## config.mk

```make
export PLATFORM = sky130hd
export DESIGN_NAME = thermocouple_frame_averager_core
export DESIGN_NICKNAME = d
export VERILOG_FILES = /design/src/rtl/tfa_pkg.sv /design/src/rtl/thermocouple_frame_averager_core.sv
export SDC_FILE = /design/constraint.sdc
export NUM_CORES = 1
export LEC_CHECK = 0
export BUFFER_PORTS_ARGS = -buffer_cell sky130_fd_sc_hd__buf_2
export CORE_UTILIZATION = 55
export CTS_CLUSTER_DIAMETER = 150
export DETAILED_ROUTE_END_ITERATION = 12
export PLACE_DENSITY = 0.82
export SYNTH_ARGS = -nofsm -noshare
export SYNTH_HDL_FRONTEND = slang
export SYNTH_SLANG_ARGS = --single-unit
```

## constraint.sdc

```tcl
create_clock -name clk -period 10.7 [get_ports clk]
set_input_delay 0.535 -clock clk [delete_from_list [all_inputs] [get_ports clk]]
set_output_delay 0.535 -clock clk [all_outputs]
set_load 0.01 [all_outputs]
```

## src/rtl/tfa_pkg.sv

```systemverilog
// Package for the thermocouple frame averager.
// Frame field positions, field widths, fault codes and the fault decode.
// No dependencies.
package tfa_pkg;

    // Frame layout
    localparam int PROBE_W    = 14;
    localparam int PROBE_LSB  = 18;
    localparam int JUNC_W     = 12;
    localparam int JUNC_LSB   = 4;
    localparam int FAULT_BIT  = 16;
    localparam int OPEN_BIT   = 0;
    localparam int GND_BIT    = 1;
    localparam int VCC_BIT    = 2;

    // Result widths
    localparam int PROBE_AVG_W = 18;
    localparam int JUNC_AVG_W  = 16;
    localparam int FAULT_W     = 3;

    // Extra fraction bits on the means
    localparam int FRAC_W = 4;

    typedef logic [FAULT_W-1:0] fault_t;

    localparam fault_t FAULT_NONE    = 3'd0;
    localparam fault_t FAULT_OPEN    = 3'd1;
    localparam fault_t FAULT_GND     = 3'd2;
    localparam fault_t FAULT_VCC     = 3'd3;
    localparam fault_t FAULT_UNKNOWN = 3'd4;

    // Priority decode of the fault flags of one frame
    function automatic fault_t fault_decode(input logic [31:0] f);
        fault_t code;
        if (!f[FAULT_BIT])
        begin
            code = FAULT_NONE;
        end
        else if (f[OPEN_BIT])
        begin
            code = FAULT_OPEN;
        end
        else if (f[GND_BIT])
        begin
            code = FAULT_GND;
        end
        else if (f[VCC_BIT])
        begin
            code = FAULT_VCC;
        end
        else
        begin
            code = FAULT_UNKNOWN;
        end
        return code;
    endfunction

endpackage

```

## src/rtl/thermocouple_frame_averager_core.sv

```systemverilog
// Thermocouple frame averager: accumulates probe and cold-junction fields
// over SAMPLES frames and gives both means and the last frame's fault code.
// Depends on tfa_pkg.
//
//  channel | direction | handshake           | payload
//  --------+-----------+---------------------+-----------------------------------
//  input   | in        | in_valid / in_stall | frame[31:0]
//  output  | out       | out_valid/out_stall | probe_average, junction_average,
//          |           |                     | fault_code
//
// While in_stall is low one frame is taken every cycle; the accumulators add one field each per frame.
// After the closing frame of a block is taken, the result passes through the total register,
// the reciprocal multiply register and the sign restore into the output register before out_valid rises.
// in_stall rises only when the total register holds a block, the stages behind it
// are all full and out_stall is high, so frames keep coming while a result waits.
// rst_n clears the sums, the count and all valid bits; payload is not reset.
module thermocouple_frame_averager_core
    import tfa_pkg::*;
#(
    parameter int SAMPLES = 20
)
(
    input  logic                          clk,
    input  logic                          rst_n,
    input  logic                          in_valid,
    output logic                          in_stall,
    input  logic [31:0]                   frame,
    output logic                          out_valid,
    input  logic                          out_stall,
    output logic signed [PROBE_AVG_W-1:0] probe_average,
    output logic signed [JUNC_AVG_W-1:0]  junction_average,
    output logic [FAULT_W-1:0]            fault_code
);

    // Exact sum widths for SAMPLES fields
    localparam int LOG_S = $clog2(SAMPLES);
    localparam int PW    = PROBE_W + LOG_S;
    localparam int JW    = JUNC_W + LOG_S;
    localparam int CNT_W = (SAMPLES > 1) ? LOG_S : 1;

    // Divide by SAMPLES as a multiply by a rounded-up reciprocal; exact for
    // magnitudes below 2^(PW+FRAC_W) when the shift has LOG_S spare bits.
    localparam int PMAG_W = PW + FRAC_W;
    localparam int JMAG_W = JW + FRAC_W;
    localparam int K      = PMAG_W + LOG_S;
    localparam int M_W    = K + 1;
    localparam logic [M_W-1:0] RECIP =
        M_W'(((64'd1 << K) + 64'(SAMPLES) - 64'd1) / 64'(SAMPLES));
    localparam logic [CNT_W-1:0] LAST_CNT = CNT_W'(SAMPLES - 1);

    // Accumulator state
    logic signed [PW-1:0] psum_reg;
    logic signed [JW-1:0] jsum_reg;
    logic [CNT_W-1:0]     cnt_reg;

    // Stage A: block totals
    logic                 a_valid_reg;
    logic signed [PW-1:0] a_ptot_reg;
    logic signed [JW-1:0] a_jtot_reg;
    fault_t               a_fault_reg;

    // Stage B: reciprocal products
    logic                     b_valid_reg;
    logic [PMAG_W+M_W-1:0]    b_pprod_reg;
    logic [JMAG_W+M_W-1:0]    b_jprod_reg;
    logic                     b_pneg_reg;
    logic                     b_jneg_reg;
    fault_t                   b_fault_reg;

    // Stage C: output register
    logic                          c_valid_reg;
    logic signed [PROBE_AVG_W-1:0] c_pavg_reg;
    logic signed [JUNC_AVG_W-1:0]  c_javg_reg;
    fault_t                        c_fault_reg;

    logic                 c_ready;
    logic                 b_ready;
    logic                 a_ready;
    logic                 in_fire;
    logic                 last;
    logic signed [PW-1:0] p_field;
    logic signed [JW-1:0] j_field;
    logic signed [PW-1:0] ptot_next;
    logic signed [JW-1:0] jtot_next;
    logic [PW-1:0]        pabs;
    logic [JW-1:0]        jabs;
    logic [PMAG_W-1:0]    pmag;
    logic [JMAG_W-1:0]    jmag;
    logic [PROBE_AVG_W-1:0] pq;
    logic [JUNC_AVG_W-1:0]  jq;

    // Stage handshakes
    assign c_ready  = !c_valid_reg || !out_stall;
    assign b_ready  = !b_valid_reg || c_ready;
    assign a_ready  = !a_valid_reg || b_ready;
    assign in_stall = !a_ready;
    assign in_fire  = in_valid && !in_stall;
    assign last     = (cnt_reg == LAST_CNT);

    // Field extraction and running totals
    assign p_field   = PW'($signed(frame[PROBE_LSB +: PROBE_W]));
    assign j_field   = JW'($signed(frame[JUNC_LSB +: JUNC_W]));
    assign ptot_next = psum_reg + p_field;
    assign jtot_next = jsum_reg + j_field;

    // Accumulators and block count
    always_ff @(posedge clk or negedge rst_n)
    begin
        if (!rst_n)
        begin
            psum_reg <= '0;
            jsum_reg <= '0;
            cnt_reg  <= '0;
        end
        else if (in_fire)
        begin
            if (last)
            begin
                psum_reg <= '0;
                jsum_reg <= '0;
                cnt_reg  <= '0;
            end
            else
            begin
                psum_reg <= ptot_next;
                jsum_reg <= jtot_next;
                cnt_reg  <= cnt_reg + 1'b1;
            end
        end
    end

    // Stage A: capture totals of a finished block
    always_ff @(posedge clk or negedge rst_n)
    begin
        if (!rst_n)
        begin
            a_valid_reg <= 1'b0;
        end
        else if (in_fire && last)
        begin
            a_valid_reg <= 1'b1;
        end
        else if (b_ready)
        begin
            a_valid_reg <= 1'b0;
        end
    end

    always_ff @(posedge clk)
    begin
        if (in_fire && last)
        begin
            a_ptot_reg  <= ptot_next;
            a_jtot_reg  <= jtot_next;
            a_fault_reg <= fault_decode(frame);
        end
    end

    // Magnitudes scaled by the fraction bits
    assign pabs = a_ptot_reg[PW-1] ? PW'(-a_ptot_reg) : PW'(a_ptot_reg);
    assign jabs = a_jtot_reg[JW-1] ? JW'(-a_jtot_reg) : JW'(a_jtot_reg);
    assign pmag = {pabs, {FRAC_W{1'b0}}};
    assign jmag = {jabs, {FRAC_W{1'b0}}};

    // Stage B: multiply by the reciprocal
    always_ff @(posedge clk or negedge rst_n)
    begin
        if (!rst_n)
        begin
            b_valid_reg <= 1'b0;
        end
        else if (b_ready)
        begin
            b_valid_reg <= a_valid_reg;
        end
    end

    always_ff @(posedge clk)
    begin
        if (b_ready && a_valid_reg)
        begin
            b_pprod_reg <= (PMAG_W+M_W)'(pmag) * (PMAG_W+M_W)'(RECIP);
            b_jprod_reg <= (JMAG_W+M_W)'(jmag) * (JMAG_W+M_W)'(RECIP);
            b_pneg_reg  <= a_ptot_reg[PW-1];
            b_jneg_reg  <= a_jtot_reg[JW-1];
            b_fault_reg <= a_fault_reg;
        end
    end

    // Quotients, then sign restore (truncation toward zero)
    assign pq = b_pprod_reg[K +: PROBE_AVG_W];
    assign jq = b_jprod_reg[K +: JUNC_AVG_W];

    // Stage C: output register
    always_ff @(posedge clk or negedge rst_n)
    begin
        if (!rst_n)
        begin
            c_valid_reg <= 1'b0;
        end
        else if (c_ready)
        begin
            c_valid_reg <= b_valid_reg;
        end
    end

    always_ff @(posedge clk)
    begin
        if (c_ready && b_valid_reg)
        begin
            c_pavg_reg  <= b_pneg_reg ? $signed(-pq) : $signed(pq);
            c_javg_reg  <= b_jneg_reg ? $signed(-jq) : $signed(jq);
            c_fault_reg <= b_fault_reg;
        end
    end

    assign out_valid        = c_valid_reg;
    assign probe_average    = c_pavg_reg;
    assign junction_average = c_javg_reg;
    assign fault_code       = c_fault_reg;

`ifndef SYNTH
    // Input stalls only when the total register is blocked
    a_stall_cause: assert property (@(posedge clk) disable iff (!rst_n)
        in_stall |-> (a_valid_reg && b_valid_reg && c_valid_reg && out_stall))
        else $error("in_stall without a full pipeline");

    // Block count stays below SAMPLES
    a_cnt_range: assert property (@(posedge clk) disable iff (!rst_n)
        cnt_reg <= LAST_CNT)
        else $error("frame count out of range");

    // A total appears only after the closing frame of a block
    a_total_src: assert property (@(posedge clk) disable iff (!rst_n)
        $rose(a_valid_reg) |-> $past(in_fire && last))
        else $error("block total without closing frame");

    // A result appears only after a product was held
    a_result_src: assert property (@(posedge clk) disable iff (!rst_n)
        $rose(c_valid_reg) |-> $past(b_valid_reg))
        else $error("result without product");
`endif

endmodule

```

==> results of run 1 <==
==> cells by family (layout without fill, tap and decap cells) <==
kind of cell             count (synthesis)  count (layout)  share of synthesized area [%]
AO/OA/AOI/OAI                          257             257                           9.73
XOR/XNOR                               133             133                           6.46
adder cells (fa/ha/maj)                501             501                           42.9
buffers and inverters                  394             487                           8.25
flip-flops                             159             159                           25.2
multiplexers                             2               2                          0.118
AND/OR/NAND/NOR                        256             256                           7.27
==> through the flow <==
stage	hold slack, ps	setup WS, ps
after floorplan	239	3060
after global placement	408	2410
after detailed placement	406	2250
after CTS	302	2230
after global routing	370	1790
final	282	2260
==> cell type report <==
class / count / area [µm²] / share of cell area (%)
tap: 435 / 544 / 2.79
clock buffer: 17 / 425 / 2.18
timing repair buffer: 76 / 390 / 2.00
clock inverter: 15 / 146 / 0.751
sequential: 159 / 4550 / 23.3
multi-input combinational: 1149 / 12000 / 61.6
inverter: 379 / 1420 / 7.29
==> per-layer routing <==
layer  track usage (%)  vias to the layer above  routed length [µm]
met3              3.34                       25                1460
met5                 0                        -                   0
met4              4.53                        0                 327
li1                  -                     5850                   -
met2              39.4                      250               17500
met1              30.2                     5878               16000
==> synth_stat cells, types with 3 or more instances <==
cell type	number	area share, %
o31a_1	3	0.15
o21bai_1	5	0.21
a2111oi_0	3	0.15
o211ai_1	5	0.21
nand4_1	12	0.42
a211o_1	5	0.24
a22o_1	24	1.2
nand2b_1	12	0.42
o41ai_1	8	0.39
a211oi_1	5	0.21
nor3_1	20	0.55
inv_1	379	7.9
clkbuf_1	14	0.29
o31ai_1	17	0.71
a31oi_1	6	0.21
a31o_2	6	0.29
nor4_1	3	0.10
nor2_1	42	0.87
dfrtp_1	44	6.1
xor2_1	28	1.4
and2_1	11	0.38
a21oi_1	61	1.7
o21a_1	10	0.42
a21o_1	25	1.0
edfxtp_1	115	19
fa_1	197	22
o21ai_1	4	0.11
nand2_1	72	1.5
nand3_1	27	0.75
ha_1	304	21
or4_1	6	0.25
and3_1	9	0.31
o21ai_0	51	1.4
nor2b_1	11	0.38
xnor2_1	105	5.1
or3_1	9	0.31
or2_2	7	0.24
==> placed cells by master (no fill, tap or decap), types with 20 or more instances in the layout <==
cell type  Yosys  routed
a21o_1        25      25
a21oi_1       61      61
a22o_1        24      24
buf_2          0      72
dfrtp_1       44      44
edfxtp_1     115     115
fa_1         197     197
ha_1         304     304
inv_1        379     379
nand2_1       72      72
nand3_1       27      27
nor2_1        42      41
nor3_1        20      20
o21ai_0       51      51
xnor2_1      105     105
xor2_1        28      28
==> how the worst max path moves through the flow <==
stage	start	slack [ps]	endpoint
after global routing	a_jtot_reg[0]$_DFFE_PP_	1790	b_jprod_reg[43]$_DFFE_PP_
after CTS	a_jtot_reg[4]$_DFFE_PP_	2230	b_jprod_reg[43]$_DFFE_PP_
after detailed placement	a_jtot_reg[6]$_DFFE_PP_	2250	b_jprod_reg[43]$_DFFE_PP_
after global placement	a_ptot_reg[0]$_DFFE_PP_	2410	b_pprod_reg[44]$_DFFE_PP_
final	a_jtot_reg[4]$_DFFE_PP_	2260	b_jprod_reg[43]$_DFFE_PP_
after floorplan	a_jtot_reg[6]$_DFFE_PP_	3060	b_jprod_reg[42]$_DFFE_PP_
==> impl_metrics.yaml, run 1 <==
status:
  run_status: "complete, no violations"
sta:
  slew_violations: 0
  setup-violations-final: 0
  hold_viol_final: 0
  rsz0062_at_grt: "false"
  skew_ps: 11.4
  setup-tns-final_ps: 0
  maxSlewHeadroom_pct: 31.9
  period_share_pct: 78.9
  fmax_ghz: 0.118
  worst_slew_pin_slew_ps: 1020
  fin_crit_ps: 8440
synth:
  syn_avg_cell_area_um2: 10.6
  synthCells: 1702
  synth_ff_type: "edfxtp_1"
  async_reset_ff_share_pct: 27.7
  ys_warn_count: 0
  syn_nets: 2239
  synth_edf_count: 115
  ys_seq_elements: 159
  ys_seq_area_share_pct: 25.2
  yosysUniqueCellTypes: 69
  syn_area_mm2: 0.0180
placed_design:
  dp_cells: 2198
  gp_congestion: 0.907
  placed_cell_area_mm2: 0.0189
  dp_hpwl_um: 29800
  io_buffers: 72
detailed_routing:
  drc: 0
  via_count: 12003
  first_pass_iters: 5
  wl_per_cell_um: 15.8
  ant_nets: 0
  wirelength_um: 35300
  viasPerCell: 5.38
  drt_iter0_markers: 650
critical_path:
  start_kind: "flop"
  path_buf_inv: 2
  crit_path_cell_trace: "or4_1 > or2_2 > or3_1 > or3_1 > nor4b_1 > ha_1 > fa_1 > fa_1 > inv_1 > fa_1 > fa_1 > inv_1 > ha_1 > ha_1 > a211oi_2 > and3b_1 > o221ai_1 > and3_1 > o31ai_2 > o221ai_2 > a221oi_1 > o21ai_0 > xnor2_1"
  reg2reg_setup_slack_ps: 2260
  crit_cells: 23
  cp.required_ps: 10880
  r2r-end: "b_jprod_reg[43]$_DFFE_PP_"
  r2r_cells: 23
  cp_top_family: "adder cells"
  arrival_ps: 8620
  worst_path_max_delay_cell: "fa_1"
  slowest_delay_ps: 620
  critPathCaptureType: "flop"
  worst_path_most_repeated_cell: "fa_1"
  critPathMaxFanout: 5
  timing.rr.start: "a_jtot_reg[4]$_DFFE_PP_"
  crit_type: "flop to flop"
grt:
  grt_max_degree: 45
  grt_pass1_vias: 12672
  grt_pass1_wl_um: 60200
  antenna_found_initial: 0
  track_usage_pct: 22.7
  grt_overflow: 0
finish:
  nets: 2319
  fillers: 2567
  area_delta_synth_final_pct: 8.09
  n_antenna_cell: 0
  fin_area_mm2: 0.0195
  layout-drive-gt1-share_pct: 7.58
  instances_no_fill: 2230
  final_util_pct: 61.2
floorplanning:
  fp.coreArea_mm2: 0.0319
  ios: 75
  die_area_mm2: 0.0335
  num_rows: 65
  die_w_um: 183
  start_util_pct: 56.6
  die_height_um: 183
clocking:
  clk_pin_slew_worst_paths_ps: 60
  cts.sinks: 159
  cts_setup_buffers: 0
  clockRootBuffer: "clkbuf_16"
  cts_made_buffers: 17
  insertion_delay_ps: 430
  clockBufferDepth: 2
  htree_levels: 4
  cts_tree: "yes"
  postCtsHoldBufs: 0
  cts_resized: 0
worst_hold_path:
  min_path_type: "input pin to asynchronous set/reset pin"
flow_run:
  maxCapViolations: 0
Power of run 1 is left out: the tool's default activity adds up to more than one toggle a clock period on the data nets, which glitch-free logic cannot reach.
==> run 2, diff against run 1 <==
--- a/config.mk
+++ b/config.mk
@@ -5,6 +5,7 @@
 export SDC_FILE = /design/constraint.sdc
 export NUM_CORES = 1
 export LEC_CHECK = 0
+export ABC_AREA = 1
 export BUFFER_PORTS_ARGS = -buffer_cell sky130_fd_sc_hd__buf_2
 export CORE_UTILIZATION = 55
 export CTS_CLUSTER_DIAMETER = 150
==> constraint.sdc (replaced) <==
create_clock -name clk -period 8.36 [get_ports clk]
set_input_delay 0.418 -clock clk [delete_from_list [all_inputs] [get_ports clk]]
set_output_delay 0.418 -clock clk [all_outputs]
set_load 0.01 [all_outputs]
==> run 2 against run 1 <==
  * Worst setup slack worse by 1200 ps
  * Register-to-register slack worse by 1200 ps
  * Synthesized area up 12%
  * Flip-flop and latch count unchanged
  * Clock-buffer cell count up 1
  * Design area up 12%
  * Via count up 27%
  * Critical path depth up 1
  * Die area up 12%
  * Critical path type unchanged
  * Global-route usage up 2.0 points
  * Cell count up 30%
  * Worst hold slack worse by 130 ps
==> impl_metrics.yaml, run 2 <==
finish:
  regArea_mm2: 0.00455
  layout-drive-gt1-share_pct: 6.62
  nets: 2970
  multi_input_area_mm2: 0.0135
  most-common-layout-cells: "inv_1, nand2_1, ha_1, fa_1, nor2_1"
  layout_commonest_cell: "inv_1"
  area_delta_synth_final_pct: 7.63
  fillers: 2969
  instances_no_fill: 2907
  n_antenna_cell: 0
placed_design:
  dp_cells: 2875
  io_buffers: 72
  dp_worst_setup_slack_ps: 1090
  dp_hpwl_um: 39400
  gp_congestion: 0.931
grt:
  antenna_found_initial: 0
  grt_use_met3_pct: 4.42
  busiest_layer: "met2"
  grt_overflow: 0
  grt_max_degree: 45
  grt_pass1_vias: 15789
  grtUsageMet2_pct: 42.2
  grtUsageMet1_pct: 32.4
  track_usage_pct: 24.7
  grt_pass1_wl_um: 74500
floorplanning:
  start_util_pct: 56.4
  die_height_um: 194
  ios: 75
  fp.coreArea_mm2: 0.0358
  num_rows: 69
  die_area_mm2: 0.0375
  die_w_um: 194
critical_path:
  timing.rr.start: "a_jtot_reg[0]$_DFFE_PP_"
  critPathMaxFanout: 5
  start_kind: "flop"
  crit_type: "flop to flop"
  arrival_ps: 7530
  worst_path_max_delay_cell: "fa_1"
  slowest_delay_ps: 610
  reg2reg_setup_slack_ps: 1020
  worst_path_most_repeated_cell: "fa_1"
  crit_start: "a_jtot_reg[0]$_DFFE_PP_"
  cp_top_family: "adder cells"
  cp.required_ps: 8550
  r2r_cells: 24
  crit_cells: 24
  critPathCaptureType: "flop"
  path_buf_inv: 4
  crit_path_cell_trace: "inv_1 > ha_1 > inv_1 > nor3_1 > nand2_1 > nor3_1 > nand3_1 > nor4_1 > ha_1 > fa_1 > fa_1 > inv_1 > fa_1 > inv_1 > fa_1 > fa_1 > ha_1 > nand2_1 > nor2_1 > nand2_1 > nor4_2 > o21ai_0 > nand3_1 > xor2_1"
synth:
  synthTopCellsByArea: "fa_1, ha_1, edfxtp_1, inv_1, nand2_1"
  synth_common_cells: "inv_1, nand2_1, ha_1"
  syn_area_mm2: 0.0202
  ys_seq_area_share_pct: 22.5
  yosysMostFrequentCell: "inv_1"
  yosysTopAreaCell: "fa_1"
  ys_seq_elements: 159
  ys_warn_count: 0
  synth_ff_type: "edfxtp_1"
  yosysUniqueCellTypes: 52
  synth_edf_count: 115
  syn_nets: 2886
  synthCells: 2349
  synth_top_area_share_pct: 19.5
  async_reset_ff_share_pct: 27.7
  syn_avg_cell_area_um2: 8.60
sta:
  fmax_ghz: 0.136
  worst_slew_pin_slew_ps: 1090
  rsz0062_at_grt: "false"
  hold_viol_final: 0
  fin_crit_ps: 7340
  timing.hold.ws_ps: 154
  skew_ps: 12.4
  setup_ws_ps: 1020
  period_share_pct: 87.8
  setup-violations-final: 0
  slew_violations: 0
  setup-tns-final_ps: 0
  maxSlewHeadroom_pct: 27.2
clocking:
  cts_setup_buffers: 0
  postCtsHoldBufs: 0
  cts_resized: 0
  clockBufferDepth: 2
  insertion_delay_ps: 440
  clockRootBuffer: "clkbuf_16"
  cts_tree: "yes"
  cts.sinks: 159
  htree_levels: 4
  clk_pin_slew_worst_paths_ps: 70
  cts_made_buffers: 17
detailed_routing:
  wl_per_cell_um: 15.5
  wirelength_um: 45100
  viasPerCell: 5.26
  drc: 0
  via_count: 15293
  ant_nets: 0
  drt_iter0_markers: 815
  first_pass_iters: 5
status:
  run_status: "complete, no violations"
worst_hold_path:
  min_path_type: "input pin to asynchronous set/reset pin"
flow_run:
  maxCapViolations: 0
## run 2: final timing paths
path / end
worst max-delay path: b_jprod_reg[42]$_DFFE_PP_
worst min-delay path: psum_reg[8]$_DFFE_PN0P_
worst max register to register: b_jprod_reg[42]$_DFFE_PP_
worst min register to register: b_fault_reg[0]$_DFFE_PP_
max in group asynchronous: psum_reg[14]$_DFFE_PN0P_
min in group clk: out_valid$_DFFE_PN0P_
## run 2: layer usage
layer,part of all wire (%),up-vias,routed length (µm)
met1,45,7230,20400
met5,0,-,0
met2,47,387,21400
met3,5.2,67,2330
li1,-,7609,-
met4,2.1,0,938
## run 2: stage by stage
| stage | util (%) | instance area [µm²] |
|---|---|---|
| 6_report | 60.7 | 21800 |
| 5_1_grt | 60.7 | 21800 |
| 4_1_cts | 60.7 | 21800 |
| 3_5_place_dp | 59.0 | 21100 |
| 3_3_place_gp | 59.0 | 21100 |
| 2_1_floorplan | - | 20200 |
## run 2: final cells by class
type	count	area share [%]
timing repair buffer	77	1.83
clock buffer	18	2.07
sequential	159	20.9
multi-input combinational	1626	62.2
inverter	552	9.55
clock inverter	14	0.730
tap	461	2.65
## run 2: cells by family (layout without fill, tap and decap cells)
| group | count (synthesis) | in the layout | share of synthesized area (%) |
|---|---|---|---|
| compound gates | 299 | 299 | 8.54 |
| xor+xnor | 125 | 125 | 5.55 |
| fa+ha+maj | 501 | 501 | 38.3 |
| buf+inv | 564 | 661 | 10.6 |
| flops | 159 | 159 | 22.5 |
| simple gates | 701 | 701 | 14.5 |
Power of run 2 is left out for the same reason.
